`src/rtl/ect_pkg.sv`:
```
// Shared types, constants and reset-position helper for the corner tracker.
package ect_pkg;

   // Default corner count and reset geometry
   localparam int N_CORNERS_DEF = 4;
   localparam int MAX_CORNERS   = 16;
   localparam int OBJ_COL_RST   = 120;
   localparam int OBJ_ROW_RST   = 90;
   localparam int RADIUS        = 20;

   // Field and datapath widths
   localparam int POS_W  = 10;
   localparam int CRD_W  = 12;
   localparam int WIN_W  = 9;
   localparam int DIF_W  = 13;
   localparam int RAD_W  = 26;
   localparam int ROOT_W = 13;

   localparam logic [WIN_W-1:0] WIN_RESET = 9'd10;
   localparam logic [CRD_W-1:0] DIST_MAX  = 12'hFFF;

   localparam real PI   = 3.14159265358979323846;
   localparam real SNAP = 1.0 / 65536.0;

   typedef enum logic [1:0] {
      FUNC_EVENT  = 2'd0,
      FUNC_CORNER = 2'd1,
      FUNC_UPDATE = 2'd2,
      FUNC_SPARE  = 2'd3
   } func_type;

   // Operand pair for the distance unit
   typedef enum logic [1:0] {
      SRC_EVT_CORNER = 2'd0,
      SRC_CTR_EVT    = 2'd1,
      SRC_CTR_CORNER = 2'd2
   } src_type;

   typedef struct packed {
      logic    accept;
      logic    win_eval;
      logic    sq_load;
      src_type sq_src;
      logic    sqrt_start;
      logic    inl_eval;
      logic    near_upd;
      logic    div_start;
      logic    div_row;
      logic    cen_wr;
      logic    dist_wr;
      logic    mid_wr;
      logic    out_load;
   } cmd_type;

   typedef struct packed {
      logic [1:0] func;
      logic       root_done;
      logic       div_done;
   } sts_type;

   // Reset corner coordinates on a circle, one 12-bit slot per corner.
   // Values that land just below an integer are snapped up to it.
   function automatic logic [MAX_CORNERS*CRD_W-1:0] circle_pos(int ctr, int rad, real step,
                                                               bit use_sin);
      logic [MAX_CORNERS*CRD_W-1:0] pos;
      real v;
      real mag;
      int  ip;
      int  val;
      pos = '0;
      for (int i = 0; i < MAX_CORNERS; i++) begin
         v   = use_sin ? $sin(real'(2 * i + 1) * step) : $cos(real'(2 * i + 1) * step);
         mag = ((v < 0.0) ? -v : v) * real'(rad);
         ip  = int'($floor(mag));
         if (mag - real'(ip) >= 1.0 - SNAP) ip++;
         val = (v < 0.0) ? ctr - ip : ctr + ip;
         pos[i*CRD_W +: CRD_W] = val[CRD_W-1:0];
      end
      return pos;
   endfunction

endpackage

```
`src/rtl/ect_isqrt.sv`:
```
// Iterative floor square root, one result bit per cycle.
module ect_isqrt (
   input  logic                         clock,
   input  logic                         reset,
   input  logic                         start,
   input  logic [ect_pkg::RAD_W-1:0]    radicand,
   output logic                         done,
   output logic [ect_pkg::ROOT_W-1:0]   root
);

   localparam int STEPS = ect_pkg::RAD_W / 2;

   logic [3:0]                  cnt_ff;
   logic                        busy_ff;
   logic                        done_ff;
   logic [ect_pkg::RAD_W-1:0]   v_ff;
   logic [ect_pkg::RAD_W-1:0]   res_ff;

   logic [4:0]                  sh;
   logic [ect_pkg::RAD_W-1:0]   bit_w;
   logic [ect_pkg::RAD_W:0]     trial;
   logic                        ge;

   // Current trial bit walks down two positions per step
   always_comb begin
      sh    = 5'(2 * (STEPS - 1 - int'(cnt_ff)));
      bit_w = ect_pkg::RAD_W'(1) << sh;
      trial = {1'b0, res_ff} + {1'b0, bit_w};
      ge    = ({1'b0, v_ff} >= trial);
   end

   always_ff @(posedge clock) begin
      if (reset) begin
         busy_ff <= 1'b0;
         done_ff <= 1'b0;
         cnt_ff  <= '0;
      end else begin
         done_ff <= 1'b0;
         if (start) begin
            busy_ff <= 1'b1;
            cnt_ff  <= '0;
         end else if (busy_ff) begin
            cnt_ff <= cnt_ff + 4'd1;
            if (cnt_ff == 4'(STEPS - 1)) begin
               busy_ff <= 1'b0;
               done_ff <= 1'b1;
            end
         end
      end
   end

   // Remainder and partial root
   always_ff @(posedge clock) begin
      if (start) begin
         v_ff   <= radicand;
         res_ff <= '0;
      end else if (busy_ff) begin
         if (ge) begin
            v_ff   <= v_ff - trial[ect_pkg::RAD_W-1:0];
            res_ff <= (res_ff >> 1) + bit_w;
         end else begin
            res_ff <= res_ff >> 1;
         end
      end
   end

   assign done = done_ff;
   assign root = res_ff[ect_pkg::ROOT_W-1:0];

endmodule

```
`src/rtl/ect_div.sv`:
```
// Divider by the corner count through a reciprocal multiply, truncating toward zero.
module ect_div #(
   parameter  int N_CORNERS = ect_pkg::N_CORNERS_DEF,
   localparam int DIV_W     = $clog2(N_CORNERS + 1),
   localparam int DV_W      = ect_pkg::CRD_W + 1 + DIV_W
) (
   input  logic                             clock,
   input  logic                             reset,
   input  logic                             start,
   input  logic signed [DV_W-1:0]           dividend,
   output logic                             done,
   output logic signed [ect_pkg::CRD_W-1:0] quotient
);

   // ceil(2^SH_W / N) is exact for every magnitude below 2^MAG_W since N <= 32
   localparam int MAG_W = DV_W - 1;
   localparam int SH_W  = MAG_W + 5;
   localparam int RCP_W = SH_W + 1;
   localparam int PRD_W = MAG_W + RCP_W;
   localparam logic [RCP_W-1:0] RECIP =
      RCP_W'(((64'd1 << SH_W) + 64'(N_CORNERS) - 64'd1) / 64'(N_CORNERS));

   logic               busy_ff;
   logic               done_ff;
   logic               neg_ff;
   logic [MAG_W-1:0]   mag_ff;
   logic [MAG_W-1:0]   quo_ff;

   logic [DV_W-1:0]    abs_val;
   logic [PRD_W-1:0]   prod;
   logic [MAG_W-1:0]   q_signed;

   always_comb begin
      abs_val  = dividend[DV_W-1] ? DV_W'(-dividend) : DV_W'(dividend);
      prod     = {{RCP_W{1'b0}}, mag_ff} * {{MAG_W{1'b0}}, RECIP};
      q_signed = neg_ff ? (~quo_ff + MAG_W'(1)) : quo_ff;
   end

   // Magnitude registered on start, product registered in the cycle after
   always_ff @(posedge clock) begin
      if (reset) begin
         busy_ff <= 1'b0;
         done_ff <= 1'b0;
      end else begin
         busy_ff <= start;
         done_ff <= busy_ff;
      end
   end

   always_ff @(posedge clock) begin
      if (start) begin
         neg_ff <= dividend[DV_W-1];
         mag_ff <= abs_val[MAG_W-1:0];
      end
      if (busy_ff) quo_ff <= prod[SH_W +: MAG_W];
   end

   assign done     = done_ff;
   assign quotient = q_signed[ect_pkg::CRD_W-1:0];

endmodule

```
`src/rtl/ect_dpath.sv`:
```
// Tracker datapath: corner store, center, distance and divide units, result register.
module ect_dpath #(
   parameter  int N_CORNERS = ect_pkg::N_CORNERS_DEF,
   localparam int CW        = (N_CORNERS > 1) ? $clog2(N_CORNERS) : 1
) (
   input  logic                             clock,
   input  logic                             reset,
   input  ect_pkg::cmd_type                 cmd,
   input  logic [CW-1:0]                    idx,
   output ect_pkg::sts_type                 sts,
   input  logic [1:0]                       req_func,
   input  logic [ect_pkg::POS_W-1:0]        req_pos_x,
   input  logic [ect_pkg::POS_W-1:0]        req_pos_y,
   input  logic                             csr_wr_en,
   input  logic [ect_pkg::WIN_W-1:0]        csr_wr_data,
   output logic                             rsp_hit,
   output logic signed [ect_pkg::CRD_W-1:0] rsp_center_col,
   output logic signed [ect_pkg::CRD_W-1:0] rsp_center_row
);

   localparam int  CRD_W  = ect_pkg::CRD_W;
   localparam int  DIF_W  = ect_pkg::DIF_W;
   localparam int  ROOT_W = ect_pkg::ROOT_W;
   localparam int  SQ_W   = ect_pkg::RAD_W - 1;
   localparam int  DIV_W  = $clog2(N_CORNERS + 1);
   localparam int  DV_W   = CRD_W + 1 + DIV_W;
   localparam real ANG_STEP = ect_pkg::PI / N_CORNERS;
   localparam logic [ect_pkg::MAX_CORNERS*CRD_W-1:0] INIT_COL =
      ect_pkg::circle_pos(ect_pkg::OBJ_COL_RST, ect_pkg::RADIUS, ANG_STEP, 1'b0);
   localparam logic [ect_pkg::MAX_CORNERS*CRD_W-1:0] INIT_ROW =
      ect_pkg::circle_pos(ect_pkg::OBJ_ROW_RST, ect_pkg::RADIUS, ANG_STEP, 1'b1);

   // Architectural state
   logic signed [CRD_W-1:0]     col_ff [N_CORNERS];
   logic signed [CRD_W-1:0]     row_ff [N_CORNERS];
   logic [CRD_W-1:0]            dist_ff [N_CORNERS];
   logic signed [CRD_W-1:0]     ccol_ff;
   logic signed [CRD_W-1:0]     crow_ff;
   logic [ect_pkg::WIN_W-1:0]   win_ff;

   // Per-request working registers
   logic [1:0]                  func_ff;
   logic [ect_pkg::POS_W-1:0]   x_ff;
   logic [ect_pkg::POS_W-1:0]   y_ff;
   logic [N_CORNERS-1:0]        flags_ff;
   logic [ROOT_W-1:0]           dmin_ff;
   logic [CW-1:0]               m_ff;
   logic signed [CRD_W-1:0]     mcol_ff;
   logic signed [CRD_W-1:0]     mrow_ff;
   logic [SQ_W-1:0]             sqx_ff;
   logic [SQ_W-1:0]             sqy_ff;
   logic                        hit_ff;
   logic signed [CRD_W-1:0]     ocol_ff;
   logic signed [CRD_W-1:0]     orow_ff;

   logic signed [DIF_W-1:0]     xs;
   logic signed [DIF_W-1:0]     ys;
   logic signed [DIF_W-1:0]     dx;
   logic signed [DIF_W-1:0]     dy;
   logic signed [2*DIF_W-1:0]   sqx;
   logic signed [2*DIF_W-1:0]   sqy;
   logic [ect_pkg::RAD_W-1:0]   radicand;
   logic                        root_done;
   logic [ROOT_W-1:0]           root;
   logic [N_CORNERS-1:0]        win_flags;
   logic [N_CORNERS-1:0]        inl_fail;
   logic signed [DV_W-1:0]      dividend;
   logic                        div_done;
   logic signed [CRD_W-1:0]     quotient;
   logic [CRD_W-1:0]            dist_sat;
   logic signed [CRD_W-1:0]     mid_col;
   logic signed [CRD_W-1:0]     mid_row;
   logic                        hit_val;

   // Truncating midpoint of a pixel coordinate and a corner coordinate
   function automatic logic signed [CRD_W-1:0] midpoint(logic [ect_pkg::POS_W-1:0] p,
                                                       logic signed [CRD_W-1:0] c);
      logic signed [DIF_W-1:0] s;
      logic signed [DIF_W-1:0] h;
      s = $signed(DIF_W'(p)) + DIF_W'(c);
      h = (s + $signed(DIF_W'(s[DIF_W-1]))) >>> 1;
      return h[CRD_W-1:0];
   endfunction

   assign xs = $signed(DIF_W'(x_ff));
   assign ys = $signed(DIF_W'(y_ff));

   // Difference pair feeding the squarers
   always_comb begin
      case (cmd.sq_src)
         ect_pkg::SRC_EVT_CORNER: begin
            dx = xs - DIF_W'(col_ff[idx]);
            dy = ys - DIF_W'(row_ff[idx]);
         end
         ect_pkg::SRC_CTR_EVT: begin
            dx = DIF_W'(ccol_ff) - xs;
            dy = DIF_W'(crow_ff) - ys;
         end
         default: begin
            dx = DIF_W'(ccol_ff) - DIF_W'(col_ff[idx]);
            dy = DIF_W'(crow_ff) - DIF_W'(row_ff[idx]);
         end
      endcase
      sqx      = dx * dx;
      sqy      = dy * dy;
      radicand = {1'b0, sqx_ff} + {1'b0, sqy_ff};
   end

   // Window and inlier tests across all corners
   always_comb begin
      logic signed [DIF_W:0] we;
      we = $signed((DIF_W+1)'(win_ff));
      for (int i = 0; i < N_CORNERS; i++) begin
         win_flags[i] = ($signed((DIF_W+1)'(x_ff)) > (DIF_W+1)'(col_ff[i]) - we) &&
                        ($signed((DIF_W+1)'(x_ff)) < (DIF_W+1)'(col_ff[i]) + we) &&
                        ($signed((DIF_W+1)'(y_ff)) > (DIF_W+1)'(row_ff[i]) - we) &&
                        ($signed((DIF_W+1)'(y_ff)) < (DIF_W+1)'(row_ff[i]) + we);
         inl_fail[i]  = root > {dist_ff[i], 1'b0};
      end
   end

   // Center move dividend: c*N - matched corner + event
   always_comb begin
      if (cmd.div_row) begin
         dividend = DV_W'(crow_ff) * $signed(DV_W'(N_CORNERS)) - DV_W'(mrow_ff)
                    + $signed(DV_W'(y_ff));
      end else begin
         dividend = DV_W'(ccol_ff) * $signed(DV_W'(N_CORNERS)) - DV_W'(mcol_ff)
                    + $signed(DV_W'(x_ff));
      end
   end

   always_comb begin
      dist_sat = (root > ROOT_W'(ect_pkg::DIST_MAX)) ? ect_pkg::DIST_MAX : root[CRD_W-1:0];
      mid_col  = midpoint(x_ff, mcol_ff);
      mid_row  = midpoint(y_ff, mrow_ff);
      case (func_ff)
         ect_pkg::FUNC_EVENT:  hit_val = |flags_ff;
         ect_pkg::FUNC_CORNER: hit_val = ~|flags_ff;
         default:              hit_val = 1'b0;
      endcase
   end

   ect_isqrt u_isqrt (
      .clock    (clock),
      .reset    (reset),
      .start    (cmd.sqrt_start),
      .radicand (radicand),
      .done     (root_done),
      .root     (root)
   );

   ect_div #(.N_CORNERS(N_CORNERS)) u_div (
      .clock    (clock),
      .reset    (reset),
      .start    (cmd.div_start),
      .dividend (dividend),
      .done     (div_done),
      .quotient (quotient)
   );

   // Tracker state: corners, distances, center, window
   always_ff @(posedge clock) begin
      if (reset) begin
         for (int i = 0; i < N_CORNERS; i++) begin
            col_ff[i]  <= INIT_COL[i*CRD_W +: CRD_W];
            row_ff[i]  <= INIT_ROW[i*CRD_W +: CRD_W];
            dist_ff[i] <= CRD_W'(ect_pkg::RADIUS);
         end
         ccol_ff <= CRD_W'(ect_pkg::OBJ_COL_RST);
         crow_ff <= CRD_W'(ect_pkg::OBJ_ROW_RST);
         win_ff  <= ect_pkg::WIN_RESET;
      end else begin
         if (csr_wr_en) win_ff <= csr_wr_data;
         if (cmd.cen_wr) begin
            if (cmd.div_row) crow_ff <= quotient;
            else             ccol_ff <= quotient;
         end
         if (cmd.dist_wr) dist_ff[idx] <= dist_sat;
         if (cmd.mid_wr) begin
            col_ff[m_ff] <= mid_col;
            row_ff[m_ff] <= mid_row;
         end
      end
   end

   // Request working registers and result register
   always_ff @(posedge clock) begin
      if (cmd.accept) begin
         func_ff  <= req_func;
         x_ff     <= req_pos_x;
         y_ff     <= req_pos_y;
         flags_ff <= '0;
         dmin_ff  <= ROOT_W'({win_ff, 1'b0});
         m_ff     <= '0;
         mcol_ff  <= col_ff[0];
         mrow_ff  <= row_ff[0];
      end
      if (cmd.win_eval) flags_ff <= win_flags;
      if (cmd.inl_eval) flags_ff <= inl_fail;
      if (cmd.sq_load) begin
         sqx_ff <= sqx[SQ_W-1:0];
         sqy_ff <= sqy[SQ_W-1:0];
      end
      // strict less-than keeps the earliest nearest corner
      if (cmd.near_upd && (root < dmin_ff)) begin
         dmin_ff <= root;
         m_ff    <= idx;
         mcol_ff <= col_ff[idx];
         mrow_ff <= row_ff[idx];
      end
      if (cmd.out_load) begin
         hit_ff  <= hit_val;
         ocol_ff <= ccol_ff;
         orow_ff <= crow_ff;
      end
   end

   assign sts.func      = func_ff;
   assign sts.root_done = root_done;
   assign sts.div_done  = div_done;

   assign rsp_hit        = hit_ff;
   assign rsp_center_col = ocol_ff;
   assign rsp_center_row = orow_ff;

endmodule

```
`src/rtl/ect_ctrl.sv`:
```
// Tracker sequencer: walks each request through the datapath and owns the handshakes.
module ect_ctrl #(
   parameter  int N_CORNERS = ect_pkg::N_CORNERS_DEF,
   localparam int CW        = (N_CORNERS > 1) ? $clog2(N_CORNERS) : 1
) (
   input  logic                clock,
   input  logic                reset,
   input  logic                req_valid,
   input  logic [1:0]          req_func,
   output logic                req_stall,
   output logic                rsp_valid,
   input  logic                rsp_stall,
   output ect_pkg::cmd_type    cmd,
   output logic [CW-1:0]       idx,
   input  ect_pkg::sts_type    sts
);

   typedef enum logic [3:0] {
      ST_IDLE, ST_WIN, ST_SQ, ST_ROOT, ST_WAIT, ST_INL, ST_NEAR,
      ST_DIVC, ST_DIVC_W, ST_DIVR, ST_DIVR_W, ST_DIST, ST_MID, ST_FIN
   } state_type;

   typedef enum logic [1:0] {PH_INL, PH_NEAR, PH_DIST} phase_type;

   state_type  state_ff;
   state_type  state_in;
   phase_type  phase_ff;
   phase_type  phase_in;
   logic [CW-1:0] idx_ff;
   logic [CW-1:0] idx_in;
   logic       rsp_valid_ff;
   logic       rsp_valid_in;
   logic       accept;
   logic       last;
   logic       out_free;

   assign accept   = (state_ff == ST_IDLE) && req_valid;
   assign last     = (idx_ff == CW'(N_CORNERS - 1));
   assign out_free = !rsp_valid_ff || !rsp_stall;

   // Next state and commands
   always_comb begin
      state_in     = state_ff;
      phase_in     = phase_ff;
      idx_in       = idx_ff;
      rsp_valid_in = rsp_valid_ff && rsp_stall;
      cmd          = '0;
      unique case (phase_ff)
         PH_INL:  cmd.sq_src = ect_pkg::SRC_CTR_EVT;
         PH_NEAR: cmd.sq_src = ect_pkg::SRC_EVT_CORNER;
         default: cmd.sq_src = ect_pkg::SRC_CTR_CORNER;
      endcase
      unique case (state_ff)
         ST_IDLE: begin
            if (accept) begin
               cmd.accept = 1'b1;
               idx_in     = '0;
               case (req_func)
                  ect_pkg::FUNC_EVENT: state_in = ST_WIN;
                  ect_pkg::FUNC_CORNER: begin
                     phase_in = PH_INL;
                     state_in = ST_SQ;
                  end
                  ect_pkg::FUNC_UPDATE: begin
                     phase_in = PH_NEAR;
                     state_in = ST_SQ;
                  end
                  default: state_in = ST_FIN;
               endcase
            end
         end
         ST_WIN: begin
            cmd.win_eval = 1'b1;
            state_in     = ST_FIN;
         end
         ST_SQ: begin
            cmd.sq_load = 1'b1;
            state_in    = ST_ROOT;
         end
         ST_ROOT: begin
            cmd.sqrt_start = 1'b1;
            state_in       = ST_WAIT;
         end
         ST_WAIT: begin
            if (sts.root_done) begin
               unique case (phase_ff)
                  PH_INL:  state_in = ST_INL;
                  PH_NEAR: state_in = ST_NEAR;
                  default: state_in = ST_DIST;
               endcase
            end
         end
         ST_INL: begin
            cmd.inl_eval = 1'b1;
            state_in     = ST_FIN;
         end
         ST_NEAR: begin
            cmd.near_upd = 1'b1;
            if (last) state_in = ST_DIVC;
            else begin
               idx_in   = idx_ff + CW'(1);
               state_in = ST_SQ;
            end
         end
         ST_DIVC: begin
            cmd.div_start = 1'b1;
            state_in      = ST_DIVC_W;
         end
         ST_DIVC_W: begin
            if (sts.div_done) begin
               cmd.cen_wr = 1'b1;
               state_in   = ST_DIVR;
            end
         end
         ST_DIVR: begin
            cmd.div_row   = 1'b1;
            cmd.div_start = 1'b1;
            state_in      = ST_DIVR_W;
         end
         ST_DIVR_W: begin
            cmd.div_row = 1'b1;
            if (sts.div_done) begin
               cmd.cen_wr = 1'b1;
               idx_in     = '0;
               phase_in   = PH_DIST;
               state_in   = ST_SQ;
            end
         end
         ST_DIST: begin
            cmd.dist_wr = 1'b1;
            if (last) state_in = ST_MID;
            else begin
               idx_in   = idx_ff + CW'(1);
               state_in = ST_SQ;
            end
         end
         ST_MID: begin
            cmd.mid_wr = 1'b1;
            state_in   = ST_FIN;
         end
         ST_FIN: begin
            if (out_free) begin
               cmd.out_load = 1'b1;
               rsp_valid_in = 1'b1;
               state_in     = ST_IDLE;
            end
         end
         default: state_in = ST_IDLE;
      endcase
   end

   always_ff @(posedge clock) begin
      if (reset) begin
         state_ff     <= ST_IDLE;
         phase_ff     <= PH_INL;
         idx_ff       <= '0;
         rsp_valid_ff <= 1'b0;
      end else begin
         state_ff     <= state_in;
         phase_ff     <= phase_in;
         idx_ff       <= idx_in;
         rsp_valid_ff <= rsp_valid_in;
      end
   end

   assign req_stall = (state_ff != ST_IDLE);
   assign rsp_valid = rsp_valid_ff;
   assign idx       = idx_ff;

   // Checks
   a_root_in_wait: assert property (@(posedge clock) disable iff (reset)
      sts.root_done |-> (state_ff == ST_WAIT))
      else $error("root result outside wait state");

   a_div_in_wait: assert property (@(posedge clock) disable iff (reset)
      sts.div_done |-> (state_ff == ST_DIVC_W || state_ff == ST_DIVR_W))
      else $error("divide result outside wait state");

   a_busy_after_accept: assert property (@(posedge clock) disable iff (reset)
      accept |=> req_stall)
      else $error("request taken while busy");

   a_load_gives_valid: assert property (@(posedge clock) disable iff (reset)
      cmd.out_load |=> rsp_valid)
      else $error("loaded result not presented");

endmodule

```
`src/rtl/event_corner_object_tracker.sv`:
```
// Event-camera corner object tracker, one request in flight at a time.
// An event window test compares against every corner at once; a corner inlier test makes one
// pass of the 13-step square-root unit; an update makes two walks over the corners
// with one square root per corner, plus two reciprocal divides (column, then row).
// Next request is taken the cycle after the response loads; a stalled response holds it off.
// Synchronous reset restores circle corners, distances, center and window; no clearing pass.
module event_corner_object_tracker #(
   parameter int N_CORNERS = ect_pkg::N_CORNERS_DEF
) (
   input  logic                             clock,
   input  logic                             reset,
   input  logic                             req_valid,
   output logic                             req_stall,
   input  logic [1:0]                       req_func,
   input  logic [ect_pkg::POS_W-1:0]        req_pos_x,
   input  logic [ect_pkg::POS_W-1:0]        req_pos_y,
   output logic                             rsp_valid,
   input  logic                             rsp_stall,
   output logic                             rsp_hit,
   output logic signed [ect_pkg::CRD_W-1:0] rsp_center_col,
   output logic signed [ect_pkg::CRD_W-1:0] rsp_center_row,
   input  logic                             csr_wr_en,
   input  logic [ect_pkg::WIN_W-1:0]        csr_wr_data
);

   localparam int CW = (N_CORNERS > 1) ? $clog2(N_CORNERS) : 1;

   ect_pkg::cmd_type cmd;
   ect_pkg::sts_type sts;
   logic [CW-1:0]    idx;

   ect_ctrl #(.N_CORNERS(N_CORNERS)) u_ctrl (
      .clock     (clock),
      .reset     (reset),
      .req_valid (req_valid),
      .req_func  (req_func),
      .req_stall (req_stall),
      .rsp_valid (rsp_valid),
      .rsp_stall (rsp_stall),
      .cmd       (cmd),
      .idx       (idx),
      .sts       (sts)
   );

   ect_dpath #(.N_CORNERS(N_CORNERS)) u_dpath (
      .clock          (clock),
      .reset          (reset),
      .cmd            (cmd),
      .idx            (idx),
      .sts            (sts),
      .req_func       (req_func),
      .req_pos_x      (req_pos_x),
      .req_pos_y      (req_pos_y),
      .csr_wr_en      (csr_wr_en),
      .csr_wr_data    (csr_wr_data),
      .rsp_hit        (rsp_hit),
      .rsp_center_col (rsp_center_col),
      .rsp_center_row (rsp_center_row)
   );

endmodule

```
`config.mk`:
```
export PLATFORM = sky130hd
export DESIGN_NAME = event_corner_object_tracker
export DESIGN_NICKNAME = d
export VERILOG_FILES = /design/src/rtl/ect_pkg.sv /design/src/rtl/ect_isqrt.sv /design/src/rtl/ect_div.sv /design/src/rtl/ect_dpath.sv /design/src/rtl/ect_ctrl.sv /design/src/rtl/event_corner_object_tracker.sv
export SDC_FILE = /design/constraint.sdc
export NUM_CORES = 2
export LEC_CHECK = 0
export BUFFER_PORTS_ARGS = -buffer_cell sky130_fd_sc_hd__buf_2
export CORE_MARGIN = 1
export CORE_UTILIZATION = 55
export CTS_CLUSTER_SIZE = 40
export DETAILED_ROUTE_END_ITERATION = 8
export PLACE_DENSITY = 0.72
export RECOVER_POWER = 50
export SETUP_SLACK_MARGIN = 0.02
export SLEW_MARGIN = 20
export SYNTH_ARGS = -nofsm -noshare
export SYNTH_HDL_FRONTEND = slang
export SYNTH_SLANG_ARGS = --single-unit
```
`constraint.sdc`:
```
create_clock -name clock -period 16.2 [get_ports clock]
set_input_delay 3.24 -clock clock [delete_from_list [all_inputs] [get_ports clock]]
set_output_delay 3.24 -clock clock [all_outputs]
set_load 0.02 [all_outputs]
```
==> flow_results.org <==
** Run status
- The flow ran to the end, but the final reports show violations.
- Violated checks :: capacitance limit, slew limit

** Timing
- Post-route clock skew :: 0.0214 ns
- Setup repair after global routing left no endpoint under its margin.
- The worst pin sits at a relative slew slack of -1.14.
- Setup violations remaining at the end of the flow were counted as 0.
- Number of pins with negative max-slew slack in the final report :: 316
- Worst Tran Pin Value :: 3.22 ns
- Setup tns final :: 0 ns
- Final critical delay including setup and external delays :: 11.16 ns
- The final-report hold violation count came to 0.
- Dividing the final minimum period by the clock period gives 0.689.
- Maximum operating frequency :: 89.6 MHz

** Clock tree
- Clock slew at reported path FFs :: around 0.08 ns
- Buffer cell driving the clock tree root :: sky130_fd_sc_hd__clkbuf_16
- Count of instances resized after the clock tree is built :: 0
- CTS H-Tree Depth :: 2
- Clock latency at the later pin of the worst-skew pair :: 0.62 ns
- For this design, the CTS-stage hold fixing added 0 buffers.
- TritonCTS built the clock tree.
- CTS buffer count :: between 50 and 60
- # Post-CTS Setup Buffers :: 0
- Clock net sink count :: 411
- Counting along the longest clock path gives a buffer depth of 3.

** Cells and area
- Relative to the synthesized area, the layout overhead comes to 6.78%.
- Utilization after layout :: 0.597
- Share of cells above drive strength 1 :: 0.0510
- The sequential cells in the finished layout cover a total of between 10000 and 15000 µm².
- The multi-input combinational cells in the finished layout cover a total of 34200 µm².
- The final layout contains 6433 nets.
- Counting the fill cells in the layout gives 7534.

** GRT
- In the global route stage, overall resource usage came out at 0.299.
- Vias in the first global route :: 38200
- After global routing the overflow that remains totals 0.
- Wire length of the first global-routing pass :: 211000 µm
- Maximum number of pins on one net before global-route repair :: approximately 70
- The number of antenna violations at the first check in global routing is 4.

** Worst setup path
- WP data arrival :: 11.53 ns
- Crit. End Element :: flip-flop
- Worst-path cell with the longest stage delay :: sky130_fd_sc_hd__clkbuf_1
- The largest single stage delay on the critical path is approximately 1.5 ns.
- Among the stages of the critical path, the cell type that occurs most often is sky130_fd_sc_hd__inv_1.
- Crit path max fanout :: 24
- In this run the register-to-register setup slack is about 5.0 ns.
- STA classifies the critical path startpoint as a flip-flop.
- At the worst endpoint, the required time is between 15 and 20 ns.
- The worst register-to-register path has a depth of 34.
- The endpoint identified for the worst register-to-register timing path is u_dpath.sqx_ff[23]$_DFFE_PP_.
- Type of the setup path with the least slack :: reg2reg

** Synthesis
- Synthesis inferred 411 register bits.
- Number of enable flip-flop cells after synthesis :: 333
- Synth Cell Area :: 48900 µm²
- Most instantiated flip-flop cell in the synthesis netlist :: sky130_fd_sc_hd__edfxtp_1
- For this run, the register share of the synthesized area comes to 0.237.
- For this run, asynchronously set or reset flops after synthesis account for 0.
- Per-instance average area after synthesis :: just over 9 µm²
- Yosys Warn Count :: 0
- Nets in the synthesized netlist :: 6410
- Gate count after technology mapping :: 5383
- Number of distinct library cells after synthesis :: between 90 and 100

** Route
- Via count :: 39500
- Summed over all layers, the routed wires come to 134000 µm.
- For this run, design rule violations remaining after detail routing come to 0.
- Wire length per cell :: slightly above 20 µm
- Residual antenna-violating net count after detailed routing :: 0
- The first detailed-routing pass ran for 6 iterations.
- Vias per inst :: 5.98
- The detailed router finished its first iteration with 3570 violations.

** Floorplanning
- The die covers 90100 µm².
- The floorplan step set the die width to 300 µm.
- Core region area :: 87400 µm²
- Measured along the y axis, the die boundary spans 300 µm.
- Core Rows :: 108
- The initial utilization of the core area, before any placement, comes to 0.559.
- 63 I/O pins were placed.

** Run
- The tool flagged a number of max-cap violations equal to 9.

** Worst hold path
- Counting instances, the worst hold path has a depth of 0.
- In this run the most critical hold path is launched from u_dpath.u_div.mag_ff[4]$_DFFE_PP_.
- Worst Hold End :: u_dpath.u_div.quo_ff[2]$_DFFE_PP_
- The tightest min-delay check is of the reg2reg type.

** Place
- Global placement routability congestion :: 0.917
- IO buf count :: 62
- After legalization and detailed placement, the total HPWL measured 104000 µm.
## sequential cells by signal (all words and copies together) (netlist names), 9 cells and up, named ones only
name	cells
u_dpath.u_isqrt.v_ff	26
u_dpath.ccol_ff	12
u_dpath.rsp_center_row	12
u_dpath.u_isqrt.res_ff	26
u_dpath.col_ff	48
u_dpath.x_ff	10
u_dpath.win_ff	9
u_dpath.y_ff	10
u_dpath.u_div.mag_ff	12
u_dpath.dist_ff	48
u_dpath.dmin_ff	13
u_dpath.u_div.quo_ff	12
u_dpath.row_ff	48
u_dpath.sqy_ff	24
u_dpath.crow_ff	12
u_dpath.mrow_ff	12
u_dpath.sqx_ff	24
u_dpath.mcol_ff	12
u_dpath.rsp_center_col	12
## worst max-delay path by stage
stage / startpoint / end / slack, ns / depth (start not counted)
after CTS: u_ctrl.phase_ff[1]$_SDFFE_PP0P_ / u_dpath.sqy_ff[23]$_DFFE_PP_ / 6.13 / 33
after global routing: flip-flop / u_dpath.sqx_ff[23]$_DFFE_PP_ / 4.15 / 34
after global placement: u_ctrl.phase_ff[1]$_SDFFE_PP0P_ / u_dpath.sqy_ff[23]$_DFFE_PP_ / 6.40 / 33
final: flip-flop / u_dpath.sqx_ff[23]$_DFFE_PP_ / 5.04 / 34
after floorplan: flip-flop / u_dpath.sqx_ff[24]$_DFFE_PP_ / 6.85 / 36
after detailed placement: u_ctrl.phase_ff[1]$_SDFFE_PP0P_ / u_dpath.sqy_ff[23]$_DFFE_PP_ / 6.16 / 33
## critical path: cells and delay by family (launching register included)
| family | cells | cell delay, ns |
|---|---|---|
| buf+inv | 7 | 2.07 |
| flops | 1 | 0.31 |
| fa+ha+maj | 8 | 3.30 |
| xor+xnor | 2 | 0.33 |
| mux | 2 | 1.02 |
| compound gates | 10 | 2.55 |
| simple gates | 5 | 1.30 |
## layer usage
metal | GRT usage | vias up | wire length (µm)
met3 | 0.0395 | 245 | 11300
met5 | 0 | - | 114
met1 | 0.428 | 18900 | 59300
met2 | 0.470 | 1450 | 59400
li1 | - | 18800 | -
met4 | 0.0894 | 2 | 3920
## layout make-up
class	count	area share
diodes	1	0.0000480
clock buffers	71	0.0287
clock inverters	24	0.00415
inverters	681	0.0490
multi-input cells	4140	0.656
flip-flops and latches	411	0.222
well taps	1155	0.0277
repair buffers	121	0.0129
## placed cells by master, fill, tap and decap left out, types with 10 or more instances in the layout
cell	n
sky130_fd_sc_hd__clkinv_2	10
sky130_fd_sc_hd__mux4_2	24
sky130_fd_sc_hd__ha_1	690
sky130_fd_sc_hd__edfxtp_1	333
sky130_fd_sc_hd__nor2_1	425
sky130_fd_sc_hd__clkbuf_16	58
sky130_fd_sc_hd__dfxtp_1	78
sky130_fd_sc_hd__and2_1	42
sky130_fd_sc_hd__o21ai_0	214
sky130_fd_sc_hd__fa_1	300
sky130_fd_sc_hd__o21a_1	95
sky130_fd_sc_hd__mux2i_1	56
sky130_fd_sc_hd__nand4_1	33
sky130_fd_sc_hd__nand3b_1	18
sky130_fd_sc_hd__a211oi_1	69
sky130_fd_sc_hd__nor2b_1	82
sky130_fd_sc_hd__nor4_1	16
sky130_fd_sc_hd__a21oi_1	353
sky130_fd_sc_hd__nor3_1	98
sky130_fd_sc_hd__a21o_1	118
sky130_fd_sc_hd__o21bai_1	62
sky130_fd_sc_hd__xnor2_1	237
sky130_fd_sc_hd__o31ai_1	19
sky130_fd_sc_hd__buf_4	47
sky130_fd_sc_hd__a211o_1	23
sky130_fd_sc_hd__o211ai_1	66
sky130_fd_sc_hd__and3_1	95
sky130_fd_sc_hd__or2_2	22
sky130_fd_sc_hd__or3_1	35
sky130_fd_sc_hd__a31oi_1	29
sky130_fd_sc_hd__nand2_1	383
sky130_fd_sc_hd__buf_2	35
sky130_fd_sc_hd__clkbuf_1	52
sky130_fd_sc_hd__nand3_1	109
sky130_fd_sc_hd__a31o_2	16
sky130_fd_sc_hd__nand2b_1	58
sky130_fd_sc_hd__xor2_1	132
sky130_fd_sc_hd__a21boi_0	12
sky130_fd_sc_hd__inv_1	674
## synthesized netlist by cell type (9+ instances only)
| master | count | area, µm² |
|---|---|---|
| sky130_fd_sc_hd__ha_1 | 691 | 8650 |
| sky130_fd_sc_hd__inv_1 | 674 | 2530 |
| sky130_fd_sc_hd__nor2_1 | 428 | 1610 |
| sky130_fd_sc_hd__nand2_1 | 385 | 1450 |
| sky130_fd_sc_hd__a21oi_1 | 353 | 1770 |
| sky130_fd_sc_hd__edfxtp_1 | 333 | 10000 |
| sky130_fd_sc_hd__fa_1 | 300 | 6010 |
| sky130_fd_sc_hd__xnor2_1 | 237 | 2080 |
| sky130_fd_sc_hd__o21ai_0 | 214 | 1070 |
| sky130_fd_sc_hd__xor2_1 | 132 | 1160 |
| sky130_fd_sc_hd__clkbuf_1 | 130 | 488 |
| sky130_fd_sc_hd__a21o_1 | 118 | 886 |
| sky130_fd_sc_hd__nand3_1 | 109 | 546 |
| sky130_fd_sc_hd__nor3_1 | 98 | 490 |
| sky130_fd_sc_hd__and3_1 | 95 | 594 |
| sky130_fd_sc_hd__o21a_1 | 95 | 713 |
| sky130_fd_sc_hd__nor2b_1 | 83 | 519 |
| sky130_fd_sc_hd__dfxtp_1 | 78 | 1560 |
| sky130_fd_sc_hd__a211oi_1 | 69 | 518 |
| sky130_fd_sc_hd__o211ai_1 | 66 | 495 |
| sky130_fd_sc_hd__o21bai_1 | 62 | 465 |
| sky130_fd_sc_hd__nand2b_1 | 58 | 363 |
| sky130_fd_sc_hd__mux2i_1 | 56 | 561 |
| sky130_fd_sc_hd__and2_1 | 45 | 282 |
| sky130_fd_sc_hd__or3_1 | 35 | 219 |
| sky130_fd_sc_hd__nand4_1 | 33 | 206 |
| sky130_fd_sc_hd__a31oi_1 | 29 | 181 |
| sky130_fd_sc_hd__a211o_1 | 24 | 210 |
| sky130_fd_sc_hd__mux4_2 | 24 | 541 |
| sky130_fd_sc_hd__or2_2 | 22 | 138 |
| sky130_fd_sc_hd__o31ai_1 | 20 | 150 |
| sky130_fd_sc_hd__nand3b_1 | 18 | 135 |
| sky130_fd_sc_hd__nor4_1 | 17 | 106 |
| sky130_fd_sc_hd__a31o_2 | 16 | 140 |
| sky130_fd_sc_hd__buf_1 | 16 | 60.1 |
| sky130_fd_sc_hd__a21boi_0 | 12 | 90.1 |
| sky130_fd_sc_hd__nor3b_1 | 10 | 75.1 |
| sky130_fd_sc_hd__o21ai_1 | 10 | 50.1 |
| sky130_fd_sc_hd__a311oi_1 | 9 | 78.8 |
## per-stage QoR
| step | hold WS (ns) | area (µm²) | cells | worst slack, ns |
|---|---|---|---|---|
| 2_1_floorplan | 0.400 | 48900 | 5383 | 6.85 |
| 3_3_place_gp | 0.402 | 50600 | 6508 | 6.40 |
| 3_5_place_dp | 0.405 | 50600 | 6508 | 6.16 |
| 4_1_cts | 0.419 | 52300 | 6603 | 6.13 |
| 5_1_grt | 0.418 | 52200 | 6603 | 4.15 |
| 6_report | 0.421 | 52200 | 6604 | 5.04 |
## logic make-up after synthesis
logic type / Yosys count / synth area share
AOI/OAI and AO/OA: 1216 / 0.164
xor gates and xnor gates: 369 / 0.0661
adders and majority gates: 991 / 0.300
buffers and inverters: 832 / 0.0643
DFF: 411 / 0.237
muxes: 88 / 0.0244
and+or+nand+nor: 1476 / 0.145
Power is left out: the tool's default activity adds up to more than one toggle a clock period on the data nets, which glitch-free logic cannot reach.
